===== src/hw/rtl/vbo_pkg.sv =====
package vbo_pkg;

    localparam int AXIS_BITS = 5;
    localparam int ADDR_W    = 3 * AXIS_BITS;
    localparam int DEPTH     = 1 << ADDR_W;
    localparam int HALF      = 1 << (AXIS_BITS - 1);
    localparam int COORD_W   = 24;
    localparam int PROB_W    = 16;
    localparam int VSIZE_W   = 23;
    localparam int ENTRY_W   = 1 + 2 + PROB_W;
    localparam int QDEPTH    = 4;
    localparam int QPTR_W    = 2;

    typedef enum logic [1:0] {
        CLASS_FREE     = 2'd0,
        CLASS_UNKNOWN  = 2'd1,
        CLASS_OCCUPIED = 2'd2
    } class_t;

    typedef enum logic [1:0] {
        REG_OCC_THR  = 2'd0,
        REG_FREE_THR = 2'd1,
        REG_VSIZE    = 2'd2,
        REG_INIT_P   = 2'd3
    } reg_idx_t;

    typedef enum logic [1:0] {
        F_IDLE,
        F_DIV,
        F_PUSH
    } front_state_t;

    typedef enum logic [2:0] {
        B_CLEAR,
        B_IDLE,
        B_READ,
        B_MUL,
        B_SUM,
        B_DIV,
        B_OUT
    } back_state_t;

    // one classified item between front and back
    typedef struct packed {
        logic              in_grid;
        logic [ADDR_W-1:0] addr;
        logic [PROB_W-1:0] obs;
    } job_t;

    typedef struct packed {
        logic [PROB_W-1:0] occ_thr;
        logic [PROB_W-1:0] free_thr;
        logic [PROB_W-1:0] init_p;
    } back_cfg_t;

    function automatic class_t classify(input logic [PROB_W-1:0] p,
                                        input logic [PROB_W-1:0] occ_thr,
                                        input logic [PROB_W-1:0] free_thr);
        class_t c;
        if (p > occ_thr)
            c = CLASS_OCCUPIED;
        else if (p < free_thr)
            c = CLASS_FREE;
        else
            c = CLASS_UNKNOWN;
        return c;
    endfunction

endpackage


===== src/hw/rtl/vbo_queue.sv =====
module vbo_queue (
    input  logic          clk,
    input  logic          rst_n,
    input  logic          push,
    input  vbo_pkg::job_t wdata,
    output logic          full,
    input  logic          pop,
    output vbo_pkg::job_t rdata,
    output logic          empty
);
    import vbo_pkg::*;

    job_t slot_reg [QDEPTH];
    logic [QPTR_W-1:0] wp_reg, rp_reg;
    logic [QPTR_W:0] cnt_reg;

    assign full  = cnt_reg == (QPTR_W+1)'(QDEPTH);
    assign empty = cnt_reg == '0;
    assign rdata = slot_reg[rp_reg];

    always_ff @(posedge clk or negedge rst_n)
    begin
        if (!rst_n)
        begin
            wp_reg  <= '0;
            rp_reg  <= '0;
            cnt_reg <= '0;
        end
        else
        begin
            if (push && !full)
            begin
                wp_reg <= wp_reg + 1'b1;
            end
            if (pop && !empty)
            begin
                rp_reg <= rp_reg + 1'b1;
            end
            cnt_reg <= cnt_reg + (QPTR_W+1)'(push && !full) - (QPTR_W+1)'(pop && !empty);
        end
    end

    always_ff @(posedge clk)
    begin
        if (push && !full)
        begin
            slot_reg[wp_reg] <= wdata;
        end
    end
endmodule


===== config.mk =====
export PLATFORM = sky130hd
export DESIGN_NAME = vbo_queue
export DESIGN_NICKNAME = d
export VERILOG_FILES = /design/src/hw/rtl/vbo_pkg.sv /design/src/hw/rtl/vbo_queue.sv
export SDC_FILE = /design/constraint.sdc
export NUM_CORES = 1
export LEC_CHECK = 0
export BUFFER_PORTS_ARGS = -buffer_cell sky130_fd_sc_hd__buf_2
export CAP_MARGIN = 5
export CORE_ASPECT_RATIO = 0.75
export CORE_MARGIN = 2
export CORE_UTILIZATION = 27
export DETAILED_ROUTE_END_ITERATION = 10
export GPL_ROUTABILITY_DRIVEN = 1
export GPL_TIMING_DRIVEN = 0
export PLACE_DENSITY_LB_ADDON = 0.12
export SKIP_CTS_REPAIR_TIMING = 1
export SYNTH_ARGS = -nofsm -noshare
export SYNTH_HDL_FRONTEND = slang
export SYNTH_SLANG_ARGS = --single-unit

===== constraint.sdc =====
create_clock -name clk -period 4.2 [get_ports clk]
set_input_delay 0.63 -clock clk [delete_from_list [all_inputs] [get_ports clk]]
set_output_delay 0.63 -clock clk [all_outputs]
set_load 0.02 [all_outputs]

==> results of run 1 <==
-- metal layers --
layer	wire length, µm	global-route usage [%]	part of all wire (%)
met4	151	5.14	1.6
met2	4570	16.5	47
met1	4410	13.2	45
met5	11	0	0.11
met3	589	3.96	6.1
-- stage by stage --
stage               cells  cell area, µm²
finish                560            6510
CTS                   560            6510
floorplan             209            5140
global route          560            6510
global placement      525            5790
detailed placement    529            5880
-- power by group through the flow --
stage               clock network (mW)  logic [mW]  registers (mW)
finish                            1.59        1.55            1.87
global route                      1.69        1.69            1.90
CTS                               1.63        1.61            1.87
global placement                     0        1.55            1.91
floorplan                            0        1.08            1.88
detailed placement                   0        1.60            1.90
-- worst paths after layout --
check	startpoint	to	slack [ps]
min reg2reg	wp_reg[1]$_DFFE_PN0P_	wp_reg[1]$_DFFE_PN0P_	610
max in group asynchronous	rst_n	rp_reg[0]$_DFFE_PN0P_	3990
min	rst_n	wp_reg[0]$_DFFE_PN0P_	50
min in group clk	wdata[23]	slot_reg[2][23]$_DFFE_PP_	440
max	rp_reg[1]$_DFFE_PN0P_	rdata[12]	1690
max reg2reg	cnt_reg[1]$_DFF_PN0_	cnt_reg[2]$_DFF_PN0_	1990
-- area by class of cell --
type | count | share of cell area, %
plain buffers | 8 | 1.38
clock inverters | 12 | 3.11
clock buffers | 19 | 6.65
well taps | 247 | 4.74
flip-flops and latches | 135 | 61.7
multi-input cells | 60 | 15.5
inverters | 6 | 0.346
repair buffers | 73 | 6.53
-- cells in the final DEF (no fill, tap or decap), types with 5 or more instances in the layout --
cell and instances:
inv_1 6, dfrtp_1 7, buf_12 7, mux4_2 28
ha_1 6, buf_2 72, bufinv_16 5, edfxtp_1 128
clkbuf_16 17
-- cells by family after synthesis --
kind of cell / count (synthesis) / synth area share (%)
xor+xnor: 4 / 0.682
flops: 135 / 78.2
buf+inv: 14 / 2.19
mux: 32 / 14.3
compound gates: 4 / 0.609
simple gates: 13 / 2.14
fa+ha+maj: 7 / 1.85
==> impl_metrics.py, run 1 <==
metrics = {
    "synth": {
        "synth_seq_cells": 135,
        "ys_warn_count": 0,
        "avgSynthCellArea_um2": 24.6,
        "yosys.area.top_type_share_pct": 74.8,
        "synthCells": 209,
        "synth_most_common_cell": "edfxtp_1",
        "ys.flop_type": "edfxtp_1",
        "syn_nets": 252,
        "ys_types": 21,
        "synth_common_cells": "128 x edfxtp_1, 28 x mux4_2, 7 x dfrtp_1, 6 x ha_1, 6 x inv_1",
        "yosys.area.top_type": "edfxtp_1",
        "synthArstFlopShare_pct": 5.19,
        "synth_area_leaders": "edfxtp_1 75%, mux4_2 12%, dfrtp_1 3.4%",
        "seq_area_frac_synth_pct": 78.2,
        "syn-cell-area_um2": 5140,
        "synth-edff-count": 128,
    },
    "global_route": {
        "antenna_found_initial": 1,
        "first_global_vias": 2579,
        "grt_overflow": 0,
        "grt_max_degree": 21,
        "grt_pass1_wl_um": 15100,
        "grt.total_usage_pct": 10.6,
    },
    "sta": {
        "rsz0062_at_grt": "false",
        "min_period_over_period_pct": 59.7,
        "hold_slack_ps": 51.3,
        "final_max_slew_viol_count": 0,
        "hold_violations": 0,
        "finalSetupViolCount": 0,
        "fin_ws_ps": 1690,
        "setup_tns_ps": 0,
        "final.min_clock_period_ps": 2510,
        "tightestPinTransition_ps": 472,
        "relSlewSlack_pct": 68.6,
        "fmax_ghz": 0.399,
        "finalClockSkew_ps": 5.52,
    },
    "power_and_ir_drop": {
        "powerDensity_nw_per_um2": 769,
        "sw_frac_of_total_pct": 30.0,
        "power.total_mw": 5.01,
        "leakage_nw": 2.27,
        "pwr-share-seq_pct": 37.4,
        "p_int_mw": 3.50,
        "p_comb_share_pct": 31.0,
        "ir_worst_vdd_uv": 263,
        "p_switching_mw": 1.50,
        "p_clk_share_pct": 31.7,
    },
    "worst_setup_path": {
        "slowest_stage": "mux4_2",
        "worstPathArrival_ps": 1880,
        "path_cells": "clkbuf_1, buf_2, mux4_2, buf_2",
        "cp_max_fo": 10,
        "r2r_cells": 8,
        "max_stage_delay_ps": 390,
        "worstSetupEndpointType": "primary output",
        "cp_common_cell": "buf_2",
        "critPathRequiredTime_ps": 3570,
        "critPathTopFamily": "buffers and inverters",
        "worstSetupPathType": "reg -> out",
        "crit_buf_inv": 3,
        "start_kind": "flop",
        "critical_path_depth": 4,
    },
    "clock_network": {
        "clock-sinks": 135,
        "htreeDepth": 4,
        "path_clk_slew_ps": 60,
        "clock-root-buffer": "clkbuf_16",
        "cts_buffers": 17,
        "tritoncts": "done",
        "clock_latency_ps": 400,
        "cts_buffer_depth": 2,
    },
    "floorplan": {
        "dieArea_um2": 20200,
        "row_count": 43,
        "initial_core_util_pct": 27.7,
        "die_height_um": 123,
        "coreArea_um2": 18600,
        "ioPinCount": 70,
        "chipWidth_um": 163,
    },
    "layout": {
        "multi_input_area_um2": 1010,
        "finalNetCount": 344,
        "seq_area_um2": 4020,
        "postLayoutCoreUtil_pct": 35.1,
        "largest_reg_flops": 128,
        "diodes": 0,
        "drive_gt1_share_pct": 45.0,
        "nFillCells": 1751,
        "area_delta_synth_final_pct": 26.8,
    },
    "drt": {
        "drtAntennaViolNets": 0,
        "via_per_inst": 4.20,
        "drc_errors": 0,
        "finalWirelength_um": 9720,
        "drtIter0Drc": 135,
        "dr.pass1.iters": 4,
        "vias": 2352,
        "wl_per_cell_um": 17.4,
    },
    "placed_design": {
        "pre_cts_ws_ps": 1980,
        "globalplace.congestion": 0.676,
        "hpwl_um": 6230,
        "io_buffers": 69,
    },
    "run": {
        "cap_violations": 0,
    },
    "status": {
        "status": "complete, no violations",
    },
    "hold_path": {
        "min_path_type": "in -> async",
    },
}
Note: power is estimated with default switching activity, not from simulation.
==> inputs of run 2 (changes only) <==
- clock period: 4.2 -> 2 ns (I/O delays scaled with it)
==> run 2 against run 1 <==
The run now ends with negative setup slack left. Utilization up 0.92 points. Setup slack worse by 1800 ps. Global-route usage up 0.18 points. Routed wire length up 4.3%. Critical endpoint is now rdata[10]. Clock skew up 2.9 ps. Flip-flop and latch count unchanged.
==> impl_metrics.py, run 2 (same netlist as run 1, synthesis figures left out) <==
metrics = {
    "global_route": {
        "grt.total_usage_pct": 10.8,
        "grt_max_degree": 22,
        "grt_pass1_wl_um": 15000,
        "grt_overflow": 0,
        "antenna_found_initial": 2,
        "first_global_vias": 2553,
    },
    "floorplan": {
        "ioPinCount": 70,
        "dieArea_um2": 20200,
        "chipWidth_um": 163,
        "coreArea_um2": 18600,
        "row_count": 43,
        "initial_core_util_pct": 27.7,
        "die_height_um": 123,
    },
    "hold_path": {
        "min_path_type": "in -> reg",
        "min_delay_path_depth": 1,
    },
    "power_and_ir_drop": {
        "p_int_mw": 7.35,
        "p_switching_mw": 3.35,
        "leakage_nw": 2.31,
        "sw_frac_of_total_pct": 31.3,
        "p_clk_share_pct": 27.1,
        "powerDensity_nw_per_um2": 1600,
        "p_comb_share_pct": 35.8,
        "pwr-share-seq_pct": 37.1,
        "ir_worst_vdd_uv": 531,
    },
    "placed_design": {
        "io_buffers": 69,
        "globalplace.congestion": 0.653,
        "postPlaceCellArea_um2": 5890,
        "hpwl_um": 6330,
    },
    "worst_setup_path": {
        "critPathRequiredTime_ps": 1700,
        "worstSetupPathType": "reg -> out",
        "r2r_cells": 8,
        "cp_max_fo": 10,
        "worstSetupEndpointType": "primary output",
        "worstPathArrival_ps": 1780,
        "start_kind": "flop",
    },
    "status": {
        "violations": "negative setup slack",
        "status": "finished, violations left",
    },
    "sta": {
        "final.min_clock_period_ps": 2080,
        "finalSetupViolCount": 29,
        "fmax_ghz": 0.481,
        "final_max_slew_viol_count": 0,
        "rsz0062_at_grt": "true",
        "setup_tns_ps": -1290,
        "tightestPinTransition_ps": 394,
        "relSlewSlack_pct": 73.4,
        "fin_ws_ps": -80.6,
        "hold_violations": 0,
        "finalClockSkew_ps": 8.44,
        "min_period_over_period_pct": 104,
    },
    "drt": {
        "dr.pass1.iters": 4,
        "finalWirelength_um": 10100,
        "wl_per_cell_um": 17.7,
        "vias": 2414,
        "drc_errors": 0,
        "drtAntennaViolNets": 0,
        "via_per_inst": 4.21,
        "drtIter0Drc": 118,
    },
    "layout": {
        "stdcell_area_um2": 6680,
        "finalNetCount": 355,
        "drive_gt1_share_pct": 51.1,
        "nFillCells": 1765,
        "final_common_cell": "edfxtp_1",
        "largest_reg_flops": 128,
        "final_cell_mix": "128 x edfxtp_1, 54 x buf_2, 32 x mux4_2",
        "area_delta_synth_final_pct": 30.1,
    },
    "clock_network": {
        "cts_buffers": 17,
        "htreeDepth": 4,
        "tritoncts": "done",
        "clock_latency_ps": 410,
        "clock-sinks": 135,
        "path_clk_slew_ps": 60,
        "cts_buffer_depth": 2,
        "clock-root-buffer": "clkbuf_16",
    },
    "run": {
        "cap_violations": 0,
    },
}
run 2: cell types whose count changed in the layout (fill, tap and decap cells not counted), moves of 2 or more:
cell	before	now
inv_6	0	4
bufinv_16	5	1
buf_4	0	13
clkinvlp_4	3	5
mux4_1	4	0
buf_6	1	15
mux4_2	28	32
buf_2	72	54
dfrtp_1	7	4
dfrtp_2	0	3
run 2: final cells by class:
type	count	area (µm²)	share of cell area (%)
Antenna cell	1	2.50	0.0374
Buffer	7	93.8	1.40
Clock buffer	19	433	6.48
Clock inverter	13	124	1.85
Inverter	6	22.5	0.337
Multi-Input combinational cell	60	1040	15.6
Sequential cell	135	4020	60.2
Tap cell	247	309	4.62
Timing Repair Buffer	85	633	9.47
run 2: critical path, stage by stage (launching register included):
cell	delay (ps)
dfrtp_1	330
buf_6	160
buf_12	170
mux4_2	530
buf_2	180
run 2: power groups by stage:
stage / clock (mW) / combinational (mW) / sequential (mW)
2_1_floorplan: 0 / 2.27 / 3.95
3_3_place_gp: 0 / 3.24 / 4.02
3_5_place_dp: 0 / 3.38 / 4.00
4_1_cts: 2.99 / 3.40 / 3.95
5_1_grt: 3.11 / 4.14 / 4.02
6_report: 2.90 / 3.82 / 3.97
run 2: through the flow:
| stage | std cells | util (%) | power (mW) | hold WS [ps] | setup WS, ps |
|---|---|---|---|---|---|
| 5_1_grt | 572 | 36.0 | 11.3 | 94.4 | -167 |
| 4_1_cts | 561 | 34.8 | 10.3 | -291 | -299 |
| 6_report | 573 | 36.0 | 10.7 | 103 | -80.6 |
| 3_5_place_dp | 529 | 31.8 | 7.39 | 150 | -107 |
| 3_3_place_gp | 525 | 31.3 | 7.26 | 149 | -699 |
| 2_1_floorplan | 209 | - | 6.22 | 4.41 | -18.9 |
run 2: routing by layer:
metal / vias up / wire, µm / global-route usage [%]
met4: 2 / 104 / 3.98
met5: - / 13 / 0
met3: 10 / 675 / 4.50
li1: 1091 / - / -
met1: 1250 / 4480 / 12.9
met2: 61 / 4870 / 17.6
run 2: path summary, 6_finish.rpt:
path                                              to             startpoint  slack [ps]
min in group asynchronous       cnt_reg[1]$_DFF_PN0_                  rst_n         260
max in group asynchronous       cnt_reg[0]$_DFF_PN0_                  rst_n        1570
hold / removal             slot_reg[2][25]$_DFFE_PP_              wdata[25]         100
hold reg to reg                wp_reg[1]$_DFFE_PN0P_  wp_reg[1]$_DFFE_PN0P_         600
setup reg to reg                cnt_reg[2]$_DFF_PN0_   cnt_reg[0]$_DFF_PN0_         -30
setup / recovery                           rdata[10]  rp_reg[0]$_DFFE_PN0P_         -80
