**src/hw/rtl/vbo_pkg.sv**
```systemverilog
package vbo_pkg;

    localparam int AXIS_BITS = 5;
    localparam int ADDR_W    = 3 * AXIS_BITS;
    localparam int DEPTH     = 1 << ADDR_W;
    localparam int HALF      = 1 << (AXIS_BITS - 1);
    localparam int COORD_W   = 24;
    localparam int PROB_W    = 16;
    localparam int VSIZE_W   = 23;
    localparam int ENTRY_W   = 1 + 2 + PROB_W;
    localparam int QDEPTH    = 4;
    localparam int QPTR_W    = 2;

    typedef enum logic [1:0] {
        CLASS_FREE     = 2'd0,
        CLASS_UNKNOWN  = 2'd1,
        CLASS_OCCUPIED = 2'd2
    } class_t;

    typedef enum logic [1:0] {
        REG_OCC_THR  = 2'd0,
        REG_FREE_THR = 2'd1,
        REG_VSIZE    = 2'd2,
        REG_INIT_P   = 2'd3
    } reg_idx_t;

    typedef enum logic [1:0] {
        F_IDLE,
        F_DIV,
        F_PUSH
    } front_state_t;

    typedef enum logic [2:0] {
        B_CLEAR,
        B_IDLE,
        B_READ,
        B_MUL,
        B_SUM,
        B_DIV,
        B_OUT
    } back_state_t;

    // one classified item between front and back
    typedef struct packed {
        logic              in_grid;
        logic [ADDR_W-1:0] addr;
        logic [PROB_W-1:0] obs;
    } job_t;

    typedef struct packed {
        logic [PROB_W-1:0] occ_thr;
        logic [PROB_W-1:0] free_thr;
        logic [PROB_W-1:0] init_p;
    } back_cfg_t;

    function automatic class_t classify(input logic [PROB_W-1:0] p,
                                        input logic [PROB_W-1:0] occ_thr,
                                        input logic [PROB_W-1:0] free_thr);
        class_t c;
        if (p > occ_thr)
            c = CLASS_OCCUPIED;
        else if (p < free_thr)
            c = CLASS_FREE;
        else
            c = CLASS_UNKNOWN;
        return c;
    endfunction

endpackage

```
**src/hw/rtl/vbo_front.sv**
```systemverilog
module vbo_front (
    input  logic                            clk,
    input  logic                            rst_n,
    input  logic                            enable,
    input  logic                            in_valid,
    output logic                            in_ready,
    input  logic [vbo_pkg::COORD_W-1:0]     px,
    input  logic [vbo_pkg::COORD_W-1:0]     py,
    input  logic [vbo_pkg::COORD_W-1:0]     pz,
    input  logic [vbo_pkg::PROB_W-1:0]      obs,
    input  logic [vbo_pkg::VSIZE_W-1:0]     vsize,
    output logic                            push,
    output vbo_pkg::job_t                   job,
    input  logic                            full
);
    import vbo_pkg::*;

    front_state_t state_reg, state_next;
    logic [4:0] cnt_reg, cnt_next;
    logic [COORD_W-1:0] dvd_reg [3];
    logic [COORD_W-1:0] rem_reg [3];
    logic [COORD_W-1:0] dvd_next [3];
    logic [COORD_W-1:0] rem_next [3];
    logic [2:0] neg_reg, neg_next;
    logic [PROB_W-1:0] obs_reg, obs_next;
    logic vzero_reg, vzero_next;
    logic [COORD_W-1:0] coord [3];
    logic [2:0] ax_in;
    logic [AXIS_BITS-1:0] ax_addr [3];

    assign coord[0] = px;
    assign coord[1] = py;
    assign coord[2] = pz;

    always_ff @(posedge clk or negedge rst_n)
    begin
        if (!rst_n)
        begin
            state_reg <= F_IDLE;
        end
        else
        begin
            state_reg <= state_next;
        end
    end

    always_ff @(posedge clk)
    begin
        cnt_reg   <= cnt_next;
        dvd_reg   <= dvd_next;
        rem_reg   <= rem_next;
        neg_reg   <= neg_next;
        obs_reg   <= obs_next;
        vzero_reg <= vzero_next;
    end

    // range check and per-axis address from the finished quotients
    always_comb
    begin
        for (int a = 0; a < 3; a++)
        begin
            if (neg_reg[a])
            begin
                ax_in[a]   = dvd_reg[a] <= COORD_W'(HALF);
                ax_addr[a] = AXIS_BITS'(HALF) - dvd_reg[a][AXIS_BITS-1:0];
            end
            else
            begin
                ax_in[a]   = dvd_reg[a] <= COORD_W'(HALF - 1);
                ax_addr[a] = AXIS_BITS'(HALF) + dvd_reg[a][AXIS_BITS-1:0];
            end
        end
    end

    assign job.in_grid = !vzero_reg && (&ax_in);
    assign job.addr    = {ax_addr[2], ax_addr[1], ax_addr[0]};
    assign job.obs     = obs_reg;

    always_comb
    begin
        logic [COORD_W-1:0] mag;
        logic [COORD_W-1:0] rsh;
        state_next = state_reg;
        cnt_next   = cnt_reg;
        dvd_next   = dvd_reg;
        rem_next   = rem_reg;
        neg_next   = neg_reg;
        obs_next   = obs_reg;
        vzero_next = vzero_reg;
        in_ready   = 1'b0;
        push       = 1'b0;
        mag        = '0;
        rsh        = '0;
        case (state_reg)
            F_IDLE:
            begin
                in_ready = enable;
                if (enable && in_valid)
                begin
                    for (int a = 0; a < 3; a++)
                    begin
                        neg_next[a] = coord[a][COORD_W-1];
                        mag = neg_next[a] ? (~coord[a] + 1'b1) : coord[a];
                        // floor for negatives: round the magnitude up
                        dvd_next[a] = neg_next[a] ? mag + COORD_W'(vsize) - 1'b1 : mag;
                        rem_next[a] = '0;
                    end
                    obs_next   = obs;
                    vzero_next = vsize == '0;
                    cnt_next   = '0;
                    state_next = F_DIV;
                end
            end
            F_DIV:
            begin
                for (int a = 0; a < 3; a++)
                begin
                    rsh = {rem_reg[a][COORD_W-2:0], dvd_reg[a][COORD_W-1]};
                    if (rsh >= COORD_W'(vsize))
                    begin
                        rem_next[a] = rsh - COORD_W'(vsize);
                        dvd_next[a] = {dvd_reg[a][COORD_W-2:0], 1'b1};
                    end
                    else
                    begin
                        rem_next[a] = rsh;
                        dvd_next[a] = {dvd_reg[a][COORD_W-2:0], 1'b0};
                    end
                end
                cnt_next = cnt_reg + 1'b1;
                if (cnt_reg == 5'(COORD_W - 1))
                begin
                    state_next = F_PUSH;
                end
            end
            F_PUSH:
            begin
                if (!full)
                begin
                    push       = 1'b1;
                    state_next = F_IDLE;
                end
            end
            default:
            begin
                state_next = F_IDLE;
            end
        endcase
    end
endmodule

```
**config.mk**
```make
export PLATFORM = sky130hd
export DESIGN_NAME = vbo_front
export DESIGN_NICKNAME = d
export VERILOG_FILES = /design/src/hw/rtl/vbo_pkg.sv /design/src/hw/rtl/vbo_front.sv
export SDC_FILE = /design/constraint.sdc
export NUM_CORES = 1
export LEC_CHECK = 0
export BUFFER_PORTS_ARGS = -buffer_cell sky130_fd_sc_hd__buf_4
export CAP_MARGIN = 20
export CORE_MARGIN = 1.5
export CORE_UTILIZATION = 50
export CTS_CLUSTER_DIAMETER = 40
export DETAILED_ROUTE_END_ITERATION = 6
export GPL_TIMING_DRIVEN = 1
export PLACE_DENSITY = 0.7
export REMOVE_ABC_BUFFERS = 1
export SYNTH_ARGS = -nofsm -noshare
export SYNTH_HDL_FRONTEND = slang
export SYNTH_SLANG_ARGS = --single-unit
```
**constraint.sdc**
```tcl
create_clock -name clk -period 6.46 [get_ports clk]
set_input_delay 0.323 -clock clk [delete_from_list [all_inputs] [get_ports clk]]
set_output_delay 0.323 -clock clk [all_outputs]
set_load 0.01 [all_outputs]
```
==> qor.csv, run 1 <==
stage,metric,value,unit
global_route,grt total ovfl,0,
sta,final hold vios,0,
critical_path,CP Class,primary input to register,
critical_path,critical path's top delay family,simple AND/OR/NAND/NOR gates,
cts,number of setup buffers added after CTS,0,
cts,CTS tree,yes,
hold_path,hold path depth,1,
cts,htree depth,4,
power,Leakage,0.00883,uW
final_layout,area of the multi-input gates,11400,um2
global_route,first-pass GRT wire length,77900,um
final_layout,design area,19500,um2
critical_path,Critical Path Max Stage Delay,630,ps
sta,setup skew after layout,12.7,ps
final_layout,share of cells above drive strength 1,9.84,%
synthesis,Post-Syn Instances,2016,
drt,post-DR wirelength/cell,19.1,um
final_layout,Largest register FFs,72,
drt,DR vias,15300,
power,Worst VDD drop,0.362,mV
final_layout,Area Overhead vs Synth,12.2,%
global_route,met1 Use GR,35.7,%
placement,I/O Buffers,149,
power,Pwr Density,427,nW/um2
synthesis,fraction of registers with async set/reset,1.19,%
global_route,largest net degree at the start of global routing,136,
synthesis,ranking of synthesized cells by area,"edfxtp_1 (29%), ha_1 (15%), xor2_1 (5.3%)",
sta,RSZ-0062 raised after global routing,no,
hold_path,Hold Path Class,primary input to register,
global_route,grt peak-use layer,met2,
cts,CTS sink cnt,168,
critical_path,worst reg2reg endpoint,rem_reg[35],
sta,Tcrit/Tclk final,79.1,%
drt,post-DR vias/cell,5.92,
floorplan,core footprint,34400,um2
synthesis,Post-Syn Area,17400,um2
critical_path,register-to-register setup slack,2250,ps
placement,Placed Area,18900,um2
global_route,vias in the first global route,14600,
synthesis,register area share after synthesis,28.9,%
critical_path,crit path DAT,5300,ps
sta,Fmax achieved,196,MHz
cts,clock buffer count from CTS,17,
sta,Final min period,5110,ps
critical_path,CP max-delay cell,a2111oi_0,
drt,Starting DRT DRC Count,1088,
placement,GPL Wtd Cong,0.910,
drt,drt drc,0,
floorplan,die height,190,um
critical_path,Reg2Reg Depth,13,
placement,DP HPWL,36300,um
critical_path,Critical Path Fanout Max,6,
critical_path,CP required,6650,ps
final_layout,"Core Util, Final",56.8,%
synthesis,Netlist cell types,67,
final_layout,storage element area,5030,um2
critical_path,Worst Setup Start Kind,primary input,
final_layout,FILL cells,3121,
sta,max-slew violations,0,
synthesis,share of the synthesized area in the top cell type,28.7,%
synthesis,Yosys Warn Count,0,
cts,clk slew on worst S/H paths,70,ps
global_route,GRT Total Usage,27.7,%
sta,final hold slack,53.4,ps
flow_run,max_cap viols,0,
critical_path,Crit. End Element,register,
cts,clk root buf,clkbuf_16,
drt,Detail Route Antenna Nets,0,
cts,worst skew pair latency,440,ps
critical_path,worst r2r src,dvd_reg[47],
placement,Inst Count DP,2557,
final_layout,Final Instance Count excl. Fillers,2591,
global_route,GR Util met2,45.8,%
synthesis,"Top FF cell, synth",edfxtp_1,
synthesis,Post-synth EDFFs,166,
synthesis,Mean Syn Cell Area,8.63,um2
drt,"wirelength, routed",49600,um
global_route,global-route met3 utilization,3.91,%
sta,setup tns final,0,ps
critical_path,Worst Path Buf+Inv,2,
floorplan,io pins,150,
synthesis,Synth Register Bits,168,
sta,slew margin rel.,28.8,%
critical_path,CP cell instances,buf_4 > or3_1 > or2_2 > or3_1 > nor3_1 > nand3_1 > o41ai_1 > xor2_1 > ha_1 > inv_1 > ha_1 > nand4_1 > a2111oi_0 > a2111oi_0 > nor3_1 > a31oi_1 > xnor2_1 > o21ai_0,
sta,final setup fails,0,
floorplan,# rows,68,
floorplan,full die area,35900,um2
floorplan,Initial Util,50.6,%
hold_path,Hold Path End,obs_reg[13],
sta,slew of the pin with the lowest slew margin,1040,ps
drt,drt pass-1 iters,5,
run_status,outcome,"complete, no violations",
global_route,initial antenna violation count,1,
cts,Clock Path Buffers,2,
synthesis,Yosys top cell by area,edfxtp_1,
hold_path,worst hold start,obs[13],
floorplan,Die Wd,190,um
final_layout,# nets final,2458,
[kinds of logic after synthesis]
family	Yosys count	synth area share, %
multiplexers	77	4.43
adder cells (fa/ha/maj)	220	16.1
buffers and inverters	275	6.02
flip-flops	168	28.9
AND/OR/NAND/NOR	549	15.4
XOR/XNOR	181	9.11
AO/OA/AOI/OAI	546	20.0
[synth_stat cells (17+ instances only)]
cell      number
a211oi_1      22
a21o_1        73
a21oi_1      133
clkbuf_1      54
edfxtp_1     166
ha_1         214
inv_1        203
mux2i_1       77
nand2_1      147
nand2b_1      21
nand3_1       45
nand4_1       22
nor2_1       158
nor2b_1       23
nor3_1        33
nor4_1        28
o21a_1        20
o21ai_0      146
o31ai_1       37
o41ai_1       17
xnor2_1       75
xor2_1       106
[worst register-to-register path, stage by stage, from the launching register on]
cell	delay, ps
edfxtp_1	420
inv_1	130
ha_1	200
fa_1	210
nor2b_1	70
o31ai_1	330
a21oi_1	190
o22ai_1	340
a21oi_1	170
a311oi_1	460
a221o_1	700
buf_4	380
mux2i_1	250
nor2_1	60
[how the worst max path moves through the flow]
stage / startpoint / to / cells after the start
floorplan: state_reg[1] / cnt_reg[0] / 2
global placement: pz[3] / dvd_reg[23] / 18
detailed placement: pz[3] / dvd_reg[23] / 18
CTS: pz[3] / dvd_reg[23] / 18
global route: pz[3] / dvd_reg[23] / 18
finish: pz[3] / dvd_reg[23] / 18
[per-layer routing]
metal  vias to the layer above  part of all wire [%]  routed length, um
met2                       413                    46              23000
met1                      7337                    44              22000
met5                         -                     0                  0
li1                       7509                     -                  -
met3                        88                   5.2               2570
met4                         0                   4.1               2020
[stage by stage]
step	total power (uW)	setup WS, ps
final	8330	1350
after detailed placement	7230	969
after CTS	8310	1400
after global placement	7100	1150
after floorplan	6010	-266
after global routing	8990	972
[cell usage in the layout, fill, tap and decap left out, types with 9 or more instances in the layout]
cell type	synthesis	final
ha_1	214	214
inv_1	203	203
edfxtp_1	166	166
nor2_1	158	158
buf_4	3	157
nand2_1	147	146
o21ai_0	146	146
a21oi_1	133	132
xor2_1	106	106
mux2i_1	77	77
xnor2_1	75	75
a21o_1	73	73
nand3_1	45	45
o31ai_1	37	37
nor3_1	33	33
nor4_1	28	28
nand4_1	22	22
nor2b_1	23	22
a211oi_1	22	22
nand2b_1	21	20
o21a_1	20	20
o41ai_1	17	17
clkbuf_16	0	17
o21bai_1	15	15
nor3b_1	14	14
a31oi_1	15	14
and2_1	12	12
or3_1	10	10
and3_1	9	9
a211o_1	9	9
[area by class of cell]
| cell class | instances | area share [%] |
|---|---|---|
| Clock inverter | 11 | 0.564 |
| Inverter | 203 | 3.91 |
| Clock buffer | 21 | 2.41 |
| Tap cell | 455 | 2.92 |
| Sequential cell | 168 | 25.8 |
| Antenna cell | 1 | 0.0128 |
| Timing Repair Buffer | 159 | 6.19 |
| Multi-Input combinational cell | 1573 | 58.2 |
[power breakdown]
part | leakage, uW | internal (uW) | switching (uW)
clock network | 0.000278 | 568 | 474
registers | 0.00173 | 2070 | 344
logic | 0.00682 | 2010 | 2860
total | 0.00883 | 4650 | 3680
[what timing repair did]
action | CTS | global route
setup endpoints to repair | 0 | 0
hold endpoints to repair | 2 | 0
resized for setup | 0 | 0
hold buffers | 1 | 0
(Power assumes the default switching activity.)
==> run 2, diff against run 1 <==
==> constraint.sdc (replaced) <==
create_clock -name clk -period 5.1 [get_ports clk]
set_input_delay 0.255 -clock clk [delete_from_list [all_inputs] [get_ports clk]]
set_output_delay 0.255 -clock clk [all_outputs]
set_load 0.01 [all_outputs]
==> qor.csv, run 2 (synthesis gave the netlist of run 1 again) <==
stage,metric,value,unit,change
run_status,outcome,finished with violations,,"was complete, no violations"
run_status,failing checks,DRC,,
floorplan,core footprint,34400,um2,unchanged
sta,Tcrit/Tclk final,88.6,%,
critical_path,CP max-delay cell,a2111oi_0,,unchanged
power,Pwr Total,10600,uW,was 8330 uW
global_route,largest net degree at the start of global routing,78,,was 136
critical_path,crit path DAT,4700,ps,was 5300 ps
cts,Clock Path Buffers,2,,unchanged
floorplan,Initial Util,50.6,%,unchanged
sta,slew margin rel.,38.5,%,was 28.8%
sta,setup ws final,580,ps,was 1350 ps
sta,RSZ-0062 raised after global routing,no,,unchanged
sta,max-slew violations,0,,unchanged
global_route,first-pass GRT wire length,78200,um,was 77900 um
critical_path,CP Launch Point,pz[3],,unchanged
cts,CTS tree,yes,,unchanged
critical_path,worst r2r src,dvd_reg[47],,unchanged
floorplan,io pins,150,,unchanged
drt,Detail Route Antenna Nets,0,,unchanged
sta,slew of the pin with the lowest slew margin,922,ps,was 1040 ps
cts,clk slew on worst S/H paths,70,ps,about the same
global_route,met1 Use GR,35.9,%,was 35.7%
global_route,GRT Total Usage,27.7,%,about the same
critical_path,Crit. End Element,register,,unchanged
drt,"wirelength, routed",49600,um,about the same
cts,clock buffer count from CTS,17,,unchanged
critical_path,Critical Path Fanout Max,6,,unchanged
global_route,grt total ovfl,0,,unchanged
floorplan,die height,190,um,unchanged
sta,final hold vios,0,,unchanged
global_route,initial antenna violation count,4,,was 1
hold_path,Hold Path Class,primary input to register,,unchanged
final_layout,Area Overhead vs Synth,14.2,%,was 12.2%
drt,drt drc,17,,was 0
sta,setup tns final,0,ps,unchanged
drt,post-DR wirelength/cell,18.9,um,was 19.1 um
power,Worst VDD drop,0.292,mV,was 0.362 mV
final_layout,"commonest non-fill, non-tap cell in the layout",ha_1,,unchanged
critical_path,CP required,5280,ps,was 6650 ps
final_layout,Largest register FFs,72,,unchanged
floorplan,# rows,68,,unchanged
sta,final setup fails,0,,unchanged
final_layout,share of cells above drive strength 1,10.4,%,was 9.84%
cts,clk root buf,clkbuf_16,,unchanged
drt,DR vias,15500,,was 15300
placement,I/O Buffers,149,,unchanged
drt,drt pass-1 iters,7,,was 5
drt,Starting DRT DRC Count,993,,was 1088
hold_path,worst hold start,full,,was obs[13]
critical_path,Critical Path Max Stage Delay,560,ps,was 630 ps
placement,DP HPWL,37600,um,was 36300 um
sta,final hold slack,70.6,ps,was 53.4 ps
drt,post-DR vias/cell,5.90,,was 5.92
critical_path,critical path's top delay family,simple AND/OR/NAND/NOR gates,,unchanged
power,Pwr Density,534,nW/um2,was 427 nW/um2
critical_path,CP cell instances,buf_4 > or3_1 > or2_2 > or3_1 > nor3_1 > buf_4 > nand3_1 > o41ai_1 > xor2_1 > ha_1 > inv_1 > ha_1 > nand4_1 > a2111oi_0 > a2111oi_0 > nor3_1 > a31oi_1 > xnor2_1 > o21ai_0,,was buf_4 > or3_1 > or2_2 > or3_1 > nor3_1 > nand3_1 > o41ai_1 > xor2_1 > ha_1 > inv_1 > ha_1 > nand4_1 > a2111oi_0 > a2111oi_0 > nor3_1 > a31oi_1 > xnor2_1 > o21ai_0
final_layout,FILL cells,3087,,was 3121
final_layout,most frequent cells in the layout,"ha_1 (214), inv_1 (203), buf_4 (174)",,"was ha_1 (214), inv_1 (203), edfxtp_1 (166)"
final_layout,# nets final,2494,,was 2458
floorplan,full die area,35900,um2,unchanged
critical_path,CP Class,primary input to register,,unchanged
placement,GPL Wtd Cong,1.01,,was 0.910
flow_run,max_cap viols,0,,unchanged
sta,setup skew after layout,18.1,ps,was 12.7 ps
cts,worst skew pair latency,450,ps,was 440 ps
floorplan,Die Wd,190,um,unchanged
cts,CTS sink cnt,168,,unchanged
sta,Fmax achieved,221,MHz,
cts,htree depth,4,,unchanged
global_route,GR Util met2,46.8,%,was 45.8%
global_route,global-route met3 utilization,3.26,%,was 3.91%
critical_path,Worst Setup Start Kind,primary input,,unchanged
global_route,grt peak-use layer,met2,,unchanged
placement,"worst slack, placed",153,ps,was 969 ps
sta,Final min period,4520,ps,
cts,number of setup buffers added after CTS,0,,unchanged
global_route,vias in the first global route,14800,,was 14600
critical_path,Worst Path Buf+Inv,3,,was 2
power,Leakage,0.00901,uW,was 0.00883 uW
==> run 2: area by class of cell <==
| type | instances | area [um2] | area share (%) |
|---|---|---|---|
| clock inverters | 11 | 150 | 0.756 |
| repair buffers | 195 | 1560 | 7.83 |
| diodes | 2 | 5.00 | 0.0252 |
| inverters | 203 | 762 | 3.84 |
| well taps | 455 | 569 | 2.87 |
| multi-input cells | 1573 | 11400 | 57.1 |
| flip-flops and latches | 168 | 5030 | 25.3 |
| clock buffers | 20 | 437 | 2.20 |
==> run 2: path summary, 6_finish.rpt <==
| path | end | slack [ps] | cells after the start |
|---|---|---|---|
| max in group asynchronous | state_reg[1] | 4880 | 2 |
| min in group asynchronous | state_reg[0] | 130 | 2 |
| worst max register to register | dvd_reg[24] | 1310 | 13 |
| worst min register to register | dvd_reg[18] | 550 | 2 |
| worst min-delay path | state_reg[1] | 70 | 3 |
| worst max-delay path | dvd_reg[23] | 580 | 19 |
==> run 2: worst min-delay path: cells and delay by family <==
| family | cells | cell delay, ps |
|---|---|---|
| and+or+nand+nor | 2 | 140 |
| buffers and inverters | 1 | 80 |
==> run 2: metal layers <==
| metal | vias up | wire, um |
|---|---|---|
| li1 | 7600 | - |
| met1 | 7359 | 21900 |
| met2 | 452 | 23200 |
| met3 | 88 | 2430 |
| met4 | 4 | 1950 |
| met5 | - | 21 |
==> run 2: repair_timing <==
item                                    4_1_cts  5_1_grt
endpoints found under the setup margin        0        0
gates resized for setup                       0        0
hold endpoints to repair                     18        0
hold buffers                                 17        0
==> run 2: stage by stage <==
step | utilization (%) | cell area [um2] | instances
6_report | 57.8 | 19900 | 2627
2_1_floorplan | - | 17100 | 1944
4_1_cts | 57.7 | 19800 | 2623
5_1_grt | 57.8 | 19900 | 2627
3_5_place_dp | 55.5 | 19100 | 2575
3_3_place_gp | 55.5 | 19100 | 2575
==> run 2: report_power, final <==
group / switching [uW] / total (uW) / internal, uW
Clock: 563 / 1330 / 769
Sequential: 435 / 3050 / 2610
Combinational: 3630 / 6240 / 2610
